$ cat src/rtl/cfdmc_pkg.sv
// shared types and constants of the CAN-fed dashboard mode controller
package cfdmc_pkg;

  // configuration register map
  localparam int unsigned CFG_IDX_W  = 1;
  localparam int unsigned CFG_DATA_W = 16;
  localparam logic [CFG_IDX_W-1:0] CFG_LOGO_TICKS    = 1'd0;
  localparam logic [CFG_IDX_W-1:0] CFG_LINK_TIMEOUT  = 1'd1;
  localparam logic [CFG_DATA_W-1:0] LOGO_TICKS_RST   = 16'd350;
  localparam logic [CFG_DATA_W-1:0] LINK_TIMEOUT_RST = 16'd50;

  // identifier matching
  localparam logic [24:0] EXT_ID_INV1 = 25'h118ff71;
  localparam logic [24:0] EXT_ID_INV2 = 25'h118ff72;
  localparam logic [24:0] EXT_ID_INV3 = 25'h119ff71;
  localparam logic [24:0] EXT_ID_INV4 = 25'h119ff72;
  localparam logic [24:0] EXT_ID_INV5 = 25'h11aff71;
  localparam logic [24:0] EXT_ID_INV6 = 25'h11aff72;
  localparam logic [28:0] STD_ID_BATT_A = 29'h6B1;
  localparam logic [28:0] STD_ID_BATT_B = 29'h6B0;
  localparam logic [28:0] STD_ID_STATUS = 29'h7A4;

  // item kind
  localparam logic FUNC_TICK  = 1'b0;
  localparam logic FUNC_FRAME = 1'b1;

  typedef enum logic [3:0] {
    CLS_NONE     = 4'd0,
    CLS_INV1     = 4'd1,
    CLS_INV2     = 4'd2,
    CLS_INV3     = 4'd3,
    CLS_INV4     = 4'd4,
    CLS_INV5     = 4'd5,
    CLS_INV6     = 4'd6,
    CLS_BATT_A   = 4'd7,
    CLS_BATT_B   = 4'd8,
    CLS_STATUS   = 4'd9
  } cls_t;

  typedef enum logic [2:0] {
    SCR_NONE     = 3'd0,
    SCR_LOGO     = 3'd1,
    SCR_PREDRIVE = 3'd2,
    SCR_DRIVE    = 3'd3,
    SCR_DIAG     = 3'd4
  } scr_t;

  typedef enum logic [1:0] {
    ACT_NONE  = 2'd0,
    ACT_TEAR  = 2'd1,
    ACT_BUILD = 2'd2
  } act_t;

  // request as it arrives
  typedef struct packed {
    logic        func;
    logic        id_extended;
    logic [28:0] frame_id;
    logic [63:0] frame_payload;
  } in_item_t;

  // result as it leaves
  typedef struct packed {
    logic [1:0] screen_action;
    logic [2:0] action_screen;
    logic       refresh;
    logic [2:0] shown_screen;
    logic       link_ok;
    logic [7:0] fault_code;
    logic [3:0] frame_class;
  } out_item_t;

  // classified request handed from front to back
  typedef struct packed {
    logic       is_frame;
    cls_t       cls;
    logic [7:0] cur_limit;
    logic [4:0] status_bits;
    logic [7:0] fault;
  } cmd_t;

endpackage

$ cat src/rtl/can_fed_dashboard_mode_control_top.sv
// top level of the CAN-fed dashboard mode controller
//
//  channel | ports                          | moves
//  --------+--------------------------------+------------------------------
//  input   | in_push, in_full, in_item      | one tick or CAN frame request
//  result  | out_pop, out_empty, out_item   | one result per request
//  config  | cfg_we, cfg_index, cfg_wdata   | register write, no wait
//
// one request per cycle sustained while results are popped; each request is
// classified into the command queue, then executed into the result queue.
// the back end executes one request per cycle when a command waits and
// the result queue has room. reset is synchronous and active low.
// a stalled result side fills the result queue, then the command queue,
// and only then raises in_full.
module can_fed_dashboard_mode_control_top #(
  parameter int unsigned REFRESH_TICKS = 20,
  parameter int unsigned CMD_DEPTH     = 2,
  parameter int unsigned RES_DEPTH     = 2
) (
  input  logic                              clk,
  input  logic                              rst_n,
  input  logic                              in_push,
  output logic                              in_full,
  input  cfdmc_pkg::in_item_t               in_item,
  output logic                              out_empty,
  input  logic                              out_pop,
  output cfdmc_pkg::out_item_t              out_item,
  input  logic                              cfg_we,
  input  logic [cfdmc_pkg::CFG_IDX_W-1:0]   cfg_index,
  input  logic [cfdmc_pkg::CFG_DATA_W-1:0]  cfg_wdata
);
  import cfdmc_pkg::*;

  cmd_t      front_cmd;
  cmd_t      head_cmd;
  logic      cmd_empty;
  logic      res_full;
  logic      take;
  out_item_t back_result;

  // classify
  cfdmc_front u_front (
    .in_item (in_item),
    .cmd     (front_cmd)
  );

  // command queue between front and back
  cfdmc_queue #(
    .W     ($bits(cmd_t)),
    .DEPTH (CMD_DEPTH)
  ) u_cmd_q (
    .clk   (clk),
    .rst_n (rst_n),
    .push  (in_push),
    .wdata (front_cmd),
    .full  (in_full),
    .pop   (take),
    .rdata (head_cmd),
    .empty (cmd_empty)
  );

  // execute when a command waits and a result slot is free
  assign take = !cmd_empty && !res_full;

  cfdmc_back #(
    .REFRESH_TICKS (REFRESH_TICKS)
  ) u_back (
    .clk       (clk),
    .rst_n     (rst_n),
    .cfg_we    (cfg_we),
    .cfg_index (cfg_index),
    .cfg_wdata (cfg_wdata),
    .cmd       (head_cmd),
    .take      (take),
    .result    (back_result)
  );

  // result queue
  cfdmc_queue #(
    .W     ($bits(out_item_t)),
    .DEPTH (RES_DEPTH)
  ) u_res_q (
    .clk   (clk),
    .rst_n (rst_n),
    .push  (take),
    .wdata (back_result),
    .full  (res_full),
    .pop   (out_pop),
    .rdata (out_item),
    .empty (out_empty)
  );

endmodule

$ cat src/rtl/cfdmc_queue.sv
// small first-in first-out queue of registers
module cfdmc_queue #(
  parameter int unsigned W     = 8,
  parameter int unsigned DEPTH = 2
) (
  input  logic         clk,
  input  logic         rst_n,
  input  logic         push,
  input  logic [W-1:0] wdata,
  output logic         full,
  input  logic         pop,
  output logic [W-1:0] rdata,
  output logic         empty
);

  localparam int unsigned PTR_W = (DEPTH > 1) ? $clog2(DEPTH) : 1;
  localparam int unsigned CNT_W = $clog2(DEPTH + 1);

  logic [W-1:0]     mem_r [DEPTH];
  logic [PTR_W-1:0] wr_ptr_r, wr_ptr_nxt;
  logic [PTR_W-1:0] rd_ptr_r, rd_ptr_nxt;
  logic [CNT_W-1:0] count_r, count_nxt;
  logic             do_push, do_pop;

  assign full    = (count_r == CNT_W'(DEPTH));
  assign empty   = (count_r == '0);
  assign do_push = push && !full;
  assign do_pop  = pop && !empty;
  assign rdata   = mem_r[rd_ptr_r];

  // pointer and count update
  always_comb begin
    wr_ptr_nxt = wr_ptr_r;
    rd_ptr_nxt = rd_ptr_r;
    count_nxt  = count_r;
    if (do_push) begin
      wr_ptr_nxt = (wr_ptr_r == PTR_W'(DEPTH - 1)) ? '0 : wr_ptr_r + 1'b1;
    end
    if (do_pop) begin
      rd_ptr_nxt = (rd_ptr_r == PTR_W'(DEPTH - 1)) ? '0 : rd_ptr_r + 1'b1;
    end
    if (do_push && !do_pop) begin
      count_nxt = count_r + 1'b1;
    end else if (do_pop && !do_push) begin
      count_nxt = count_r - 1'b1;
    end
  end

  always_ff @(posedge clk) begin
    if (!rst_n) begin
      wr_ptr_r <= '0;
      rd_ptr_r <= '0;
      count_r  <= '0;
    end else begin
      wr_ptr_r <= wr_ptr_nxt;
      rd_ptr_r <= rd_ptr_nxt;
      count_r  <= count_nxt;
    end
  end

  // storage
  always_ff @(posedge clk) begin
    if (do_push) begin
      mem_r[wr_ptr_r] <= wdata;
    end
  end

endmodule

$ cat src/rtl/cfdmc_front.sv
// front end: classifies incoming ticks and frames by identifier
module cfdmc_front (
  input  cfdmc_pkg::in_item_t in_item,
  output cfdmc_pkg::cmd_t     cmd
);
  import cfdmc_pkg::*;

  cls_t cls;

  // identifier lookup, extended ids masked to 25 bits
  always_comb begin
    cls = CLS_NONE;
    if (in_item.func == FUNC_FRAME) begin
      if (in_item.id_extended) begin
        case (in_item.frame_id[24:0])
          EXT_ID_INV1: cls = CLS_INV1;
          EXT_ID_INV2: cls = CLS_INV2;
          EXT_ID_INV3: cls = CLS_INV3;
          EXT_ID_INV4: cls = CLS_INV4;
          EXT_ID_INV5: cls = CLS_INV5;
          EXT_ID_INV6: cls = CLS_INV6;
          default:     cls = CLS_NONE;
        endcase
      end else begin
        case (in_item.frame_id)
          STD_ID_BATT_A: cls = CLS_BATT_A;
          STD_ID_BATT_B: cls = CLS_BATT_B;
          STD_ID_STATUS: cls = CLS_STATUS;
          default:       cls = CLS_NONE;
        endcase
      end
    end
  end

  // keep only the payload bytes the back end latches
  always_comb begin
    cmd.is_frame    = (in_item.func == FUNC_FRAME);
    cmd.cls         = cls;
    cmd.cur_limit   = in_item.frame_payload[39:32];
    cmd.status_bits = in_item.frame_payload[52:48];
    cmd.fault       = in_item.frame_payload[63:56];
  end

endmodule

$ cat src/rtl/cfdmc_back.sv
// back end: vehicle status, screen sequencing, refresh and link health
module cfdmc_back #(
  parameter int unsigned REFRESH_TICKS = 20
) (
  input  logic                                 clk,
  input  logic                                 rst_n,
  input  logic                                 cfg_we,
  input  logic [cfdmc_pkg::CFG_IDX_W-1:0]      cfg_index,
  input  logic [cfdmc_pkg::CFG_DATA_W-1:0]     cfg_wdata,
  input  cfdmc_pkg::cmd_t                      cmd,
  input  logic                                 take,
  output cfdmc_pkg::out_item_t                 result
);
  import cfdmc_pkg::*;

  localparam int unsigned PH_W = (REFRESH_TICKS > 1) ? $clog2(REFRESH_TICKS) : 1;

  logic [15:0]     logo_ticks_r;
  logic [15:0]     link_timeout_r;
  logic [31:0]     tick_count_r, tick_count_nxt;
  logic [31:0]     last_status_r, last_status_nxt;
  logic [PH_W-1:0] phase_r, phase_nxt;
  logic [7:0]      fault_r, fault_nxt;
  logic            rtd_r, rtd_nxt;
  logic            rtd_switch_r, rtd_switch_nxt;
  logic            link_alive_r, link_alive_nxt;
  logic [2:0]      unit_active_r, unit_active_nxt;
  logic [7:0]      cur_limit_r, cur_limit_nxt;
  scr_t            screen_r, screen_nxt;
  logic            build_pend_r, build_pend_nxt;

  scr_t            cmd_scr;
  act_t            action;
  scr_t            act_scr;
  logic            refresh;
  logic [31:0]     link_age;

  // commanded screen for a tick
  always_comb begin
    if (tick_count_r < {16'd0, logo_ticks_r}) begin
      cmd_scr = SCR_LOGO;
    end else if ((fault_r != 8'd0) || !link_alive_r) begin
      cmd_scr = SCR_DIAG;
    end else if (rtd_r) begin
      cmd_scr = SCR_DRIVE;
    end else begin
      cmd_scr = SCR_PREDRIVE;
    end
  end

  // state update for one request
  always_comb begin
    tick_count_nxt  = tick_count_r;
    last_status_nxt = last_status_r;
    phase_nxt       = phase_r;
    fault_nxt       = fault_r;
    rtd_nxt         = rtd_r;
    rtd_switch_nxt  = rtd_switch_r;
    link_alive_nxt  = link_alive_r;
    unit_active_nxt = unit_active_r;
    cur_limit_nxt   = cur_limit_r;
    screen_nxt      = screen_r;
    build_pend_nxt  = build_pend_r;
    action          = ACT_NONE;
    act_scr         = SCR_NONE;
    refresh         = 1'b0;
    link_age        = 32'd0;
    if (cmd.is_frame) begin
      if (cmd.cls == CLS_STATUS) begin
        cur_limit_nxt   = cmd.cur_limit;
        rtd_switch_nxt  = cmd.status_bits[4];
        rtd_nxt         = cmd.status_bits[3];
        unit_active_nxt = cmd.status_bits[2:0];
        last_status_nxt = tick_count_r;
        fault_nxt       = cmd.fault;
      end
    end else begin
      // tear down now, build on the next tick
      if (build_pend_r) begin
        build_pend_nxt = 1'b0;
        action         = ACT_BUILD;
        act_scr        = cmd_scr;
      end else if (cmd_scr != screen_r) begin
        if (screen_r != SCR_NONE) begin
          action  = ACT_TEAR;
          act_scr = screen_r;
        end
        build_pend_nxt = 1'b1;
        screen_nxt     = cmd_scr;
      end
      refresh = (phase_r == '0) && !build_pend_nxt;
      // phase tracks tick_count modulo REFRESH_TICKS, restarting on wrap
      if ((tick_count_r == 32'hFFFF_FFFF) || (phase_r == PH_W'(REFRESH_TICKS - 1))) begin
        phase_nxt = '0;
      end else begin
        phase_nxt = phase_r + 1'b1;
      end
      tick_count_nxt = tick_count_r + 32'd1;
      link_age       = tick_count_nxt - last_status_r;
      link_alive_nxt = (link_age <= {16'd0, link_timeout_r});
    end
  end

  // result fields after this request
  always_comb begin
    result.screen_action = action;
    result.action_screen = act_scr;
    result.refresh       = refresh;
    result.shown_screen  = screen_nxt;
    result.link_ok       = link_alive_nxt;
    result.fault_code    = fault_nxt;
    result.frame_class   = cmd.cls;
  end

  // configuration registers
  always_ff @(posedge clk) begin
    if (!rst_n) begin
      logo_ticks_r   <= LOGO_TICKS_RST;
      link_timeout_r <= LINK_TIMEOUT_RST;
    end else if (cfg_we) begin
      case (cfg_index)
        CFG_LOGO_TICKS:   logo_ticks_r   <= cfg_wdata;
        CFG_LINK_TIMEOUT: link_timeout_r <= cfg_wdata;
        default: ;
      endcase
    end
  end

  // controller state
  always_ff @(posedge clk) begin
    if (!rst_n) begin
      tick_count_r  <= '0;
      last_status_r <= '0;
      phase_r       <= '0;
      fault_r       <= '0;
      rtd_r         <= 1'b0;
      rtd_switch_r  <= 1'b0;
      link_alive_r  <= 1'b0;
      unit_active_r <= '0;
      cur_limit_r   <= '0;
      screen_r      <= SCR_NONE;
      build_pend_r  <= 1'b0;
    end else if (take) begin
      tick_count_r  <= tick_count_nxt;
      last_status_r <= last_status_nxt;
      phase_r       <= phase_nxt;
      fault_r       <= fault_nxt;
      rtd_r         <= rtd_nxt;
      rtd_switch_r  <= rtd_switch_nxt;
      link_alive_r  <= link_alive_nxt;
      unit_active_r <= unit_active_nxt;
      cur_limit_r   <= cur_limit_nxt;
      screen_r      <= screen_nxt;
      build_pend_r  <= build_pend_nxt;
    end
  end

  // a pending build always has a screen to build onto
  a_pend_has_screen: assert property (@(posedge clk) disable iff (!rst_n)
    build_pend_r |-> (screen_r != SCR_NONE))
    else $error("build pending with no screen");

  // a tear-down always names the screen torn down
  a_tear_named: assert property (@(posedge clk) disable iff (!rst_n)
    (take && (result.screen_action == ACT_TEAR)) |-> (result.action_screen != SCR_NONE))
    else $error("tear-down without a screen");

  // a tick with a pending build consumes it
  a_build_clears: assert property (@(posedge clk) disable iff (!rst_n)
    (take && !cmd.is_frame && build_pend_r) |=> !build_pend_r)
    else $error("pending build not cleared");

  // frames never act on the screen nor refresh it
  a_frame_quiet: assert property (@(posedge clk) disable iff (!rst_n)
    (take && cmd.is_frame) |-> ((result.screen_action == ACT_NONE) && !result.refresh))
    else $error("frame request touched the screen");

  // the refresh phase stays in range
  a_phase_range: assert property (@(posedge clk) disable iff (!rst_n)
    phase_r <= PH_W'(REFRESH_TICKS - 1))
    else $error("refresh phase out of range");

endmodule
$ cat config.mk
export PLATFORM = sky130hd
export DESIGN_NAME = can_fed_dashboard_mode_control_top
export DESIGN_NICKNAME = d
export VERILOG_FILES = /design/src/rtl/cfdmc_pkg.sv /design/src/rtl/can_fed_dashboard_mode_control_top.sv /design/src/rtl/cfdmc_queue.sv /design/src/rtl/cfdmc_front.sv /design/src/rtl/cfdmc_back.sv
export SDC_FILE = /design/constraint.sdc
export NUM_CORES = 1
export LEC_CHECK = 0
export BUFFER_PORTS_ARGS = -buffer_cell sky130_fd_sc_hd__buf_2
export CAP_MARGIN = 40
export CORE_MARGIN = 5
export CORE_UTILIZATION = 58
export CTS_CLUSTER_DIAMETER = 200
export DETAILED_ROUTE_END_ITERATION = 10
export GPL_ROUTABILITY_DRIVEN = 0
export PLACE_DENSITY_LB_ADDON = 0.15
export SKIP_CTS_REPAIR_TIMING = 1
export SYNTH_ARGS = -nofsm -noshare
export SYNTH_HDL_FRONTEND = slang
export SYNTH_SLANG_ARGS = --single-unit
export TNS_END_PERCENT = 30
$ cat constraint.sdc
create_clock -name clk -period 9.4 [get_ports clk]
set_input_delay 0.47 -clock clk [delete_from_list [all_inputs] [get_ports clk]]
set_output_delay 0.47 -clock clk [all_outputs]
set_load 0.01 [all_outputs]
==> reports/summary.txt <==
Dpl hpwl -> 19,300 microns
Die W -> 151 microns
Commonest non-fill, non-tap cell in the layout -> nand2_1
Slew Limit Headroom -> 38.4%
ANT cells -> 0
Setup repair after global routing missed its margin -> false
Post-synthesis sequential area ratio -> 40.3%
Commonest non-fill, non-tap cells in the layout -> nand2_1, dfxtp_1, buf_2
Synth top area cells -> dfxtp_1, edfxtp_1, ha_1, nand2_1, xnor2_1
CTS tree -> yes
Max Slew Vio Count -> 0
# port buffers -> 85
Post-Route WL -> 25,900 microns
Largest net degree at the start of global routing -> 82
Fin util -> 65.1%
Clk pwr share -> 28.9%
Most common flop cell mapped by yosys -> dfxtp_1
Initial antenna violation count -> 0
Fmax achieved -> 155 MHz
Share of the synthesized area in the top cell type -> 21.6%
Mapped Area -> 11,600 sq um
Clock Skew -> 0.0114 ns
WL met1 -> 12,100 microns
WL met3 -> 1020 microns
Vias in the first global route -> 8,653
Die ar. -> 22,900 sq um
Drt first-iter violations -> 628
Layout Cells excl Fill -> 1,605
Total gr overflow -> 0
Final setup TNS -> 0 ns
Post-synth ARST share -> 0%
Worst VDD drop -> 0.128 mV
Launching point of the worst reg2reg path -> u_back.tick_count_r[0]
Syn-to-layout area delta -> 10.1%
Critical path required time -> 9.65 ns
Worst-margin pin slew -> 0.924 ns
Yosys reg bits -> 197
Crit. End Element -> flop
First-pass GRT wire length -> 42,500 microns
Clock Root Buffer -> clkbuf_16
Nets -> 1,512
Psw -> 0.872 mW
Layout cells sized above 1 -> 14.3%
Reg2Reg Depth -> 23
Logic pwr share -> 29.4%
Clock sink count -> 197
Routed wl met2 -> 12,500 microns
CP Max Fanout -> 9
Final Hold Vio Count -> 0
Kind of critical path -> flop to flop
Critical Path Start Type -> flop
Cell area after layout -> 12,800 sq um
DR WL/cell -> 16.2 microns
Highest routed layer -> met4
CTS Buffer Depth -> 2
Inst Count DP -> 1,573
Initial Util -> 59.1%
EDFF count, synth -> 72
TritonCTS buffer count -> 17
Clock latency on the worst-skew pair -> 0.44 ns
Reg power frac -> 41.8%
Period utilization -> 68.8%
Clock slew at reported path FFs -> 0.08 ns
Placed cell area -> 12,100 sq um
Syn avg cell area -> 9.03 sq um
Vias/cell -> 5.74
Gr usage total -> 23.0%
Lkg Pwr -> 5.23 nW
Total power divided by cell area -> 206 nW/um^2
Syn_nets -> 1,468
Routed Antenna Nets -> 0
Hold depth -> 1
Worst EP arrival -> 6.72 ns
# DRC -> 0
Synth Warn # -> 0
HP Class -> input pin to flop
Switch share -> 33.2%
Cell taking the most area after synthesis -> dfxtp_1
Max-cap viol count -> 0
Hold Crit Start -> in_item[58]
# IOs -> 141
Final min period -> 6.47 ns
Hold_ws -> 0.224 ns
Setup violations, final -> 0
P_int -> 1.75 mW
Gate Count Post-Synth -> 1,283
FF-to-FF End -> u_res_q.mem_r[1][12]
Via Count -> 9,214
FP Rows -> 51
H-tree depth -> 4
Outcome -> finished clean
Die height -> 151 microns
Yosys cell types -> 81
Reg2Reg Setup Slack -> 2.93 ns
WHS Endpoint -> u_cmd_q.mem_r[1][2]
Detailed Routing Iterations Pass 1 -> 5
Core Region -> 19,600 sq um
==> synthesized netlist by cell type, types with 9 or more instances <==
cell type  number
clkbuf_1       38
o211ai_1       14
ha_1           67
a21o_1         18
and2_1         36
nor2_1         49
a211oi_1        9
dfxtp_1       125
nand2_1       215
xor2_1         31
mux2i_1        12
nand3_1        31
nand4_1        32
a21boi_0       63
or3_1          14
buf_2          23
mux2_2         30
o21ai_0        47
inv_1          75
xnor2_1        56
o211a_1         9
nor2b_1        12
a21oi_1        43
nand2b_1       16
nor3_1         17
edfxtp_1       72
and3_1          9
nor4_1         15
==> registers in the layout, indices dropped and copies added, names as in the netlist, 2 cells and up, named ones only <==
| name | count |
|---|---|
| u_back.phase_r | 5 |
| u_res_q.mem_r | 44 |
| u_cmd_q.count_r | 2 |
| u_res_q.count_r | 2 |
| u_back.link_timeout_r | 16 |
| u_back.fault_r | 8 |
| u_back.tick_count_r | 32 |
| u_back.screen_r | 3 |
| u_back.logo_ticks_r | 16 |
| u_back.last_status_r | 32 |
| u_cmd_q.mem_r | 28 |
==> cell type report <==
class	count	area (sq um)
fillers	1646	6830
multi-input cells	941	6340
flip-flops and latches	197	4660
repair buffers	95	520
clock buffers	17	425
well taps	265	332
inverters	75	282
clock inverters	15	194
==> logic make-up (layout without fill, tap and decap cells) <==
kind of cell | Yosys count | after routing | synth area share [%]
flip-flops | 197 | 197 | 40.3
AO/OA/AOI/OAI | 266 | 266 | 16.3
XOR/XNOR | 87 | 87 | 6.58
multiplexers | 42 | 42 | 3.95
AND/OR/NAND/NOR | 478 | 478 | 20.4
buffers and inverters | 145 | 202 | 5.10
adder cells (fa/ha/maj) | 68 | 68 | 7.41
==> power by group through the flow <==
stage / Combinational [mW] / Sequential [mW] / Clock (mW)
global placement: 0.736 / 1.12 / 0
finish: 0.771 / 1.10 / 0.758
global route: 0.849 / 1.11 / 0.810
floorplan: 0.539 / 1.09 / 0
CTS: 0.778 / 1.10 / 0.767
detailed placement: 0.770 / 1.11 / 0
==> worst max path at each step <==
stage | start | to | slack, ns
global placement | u_back.tick_count_r[0] | u_res_q.mem_r[0][12] | 3.23
detailed placement | u_back.tick_count_r[0] | u_res_q.mem_r[0][12] | 2.99
floorplan | u_back.tick_count_r[0] | u_res_q.mem_r[0][12] | 4.38
global route | u_back.tick_count_r[0] | u_res_q.mem_r[1][12] | 2.49
CTS | u_back.tick_count_r[0] | u_res_q.mem_r[1][12] | 2.92
finish | u_back.tick_count_r[0] | u_res_q.mem_r[1][12] | 2.93
==> critical path: stages, from the launching register on <==
cell and delay [ns]:
dfxtp_1 0.49, ha_1 0.26, nand3_1 0.17, nor2_2 0.28, nand3_1 0.21, nor2_1 0.27
nand3_1 0.18, or2_2 0.34, xnor2_1 0.13, ha_1 0.46, nand2_1 0.13, o21ai_1 0.39
nor2b_1 0.11, xnor2_1 0.17, ha_1 0.34, nand4_1 0.12, nor3_1 0.25, mux2i_1 0.22
a21oi_1 0.10, a2111oi_0 0.67, o2111ai_1 0.25, nor4_2 0.25, nand3_1 0.20, o21ai_0 0.28
==> per-stage QoR <==
stage	worst slack [ns]	total power, mW
2_1_floorplan	4.38	1.62
3_3_place_gp	3.23	1.85
3_5_place_dp	2.99	1.88
4_1_cts	2.92	2.64
5_1_grt	2.49	2.77
6_report	2.93	2.62
==> metal layers <==
metal / global-route usage [%] / vias to the layer above
met5: 0 / -
met1: 31.5 / 4375
li1: - / 4602
met3: 3.47 / 26
met2: 38.2 / 211
met4: 5.58 / 0
Power figures use the tool's default switching activity.
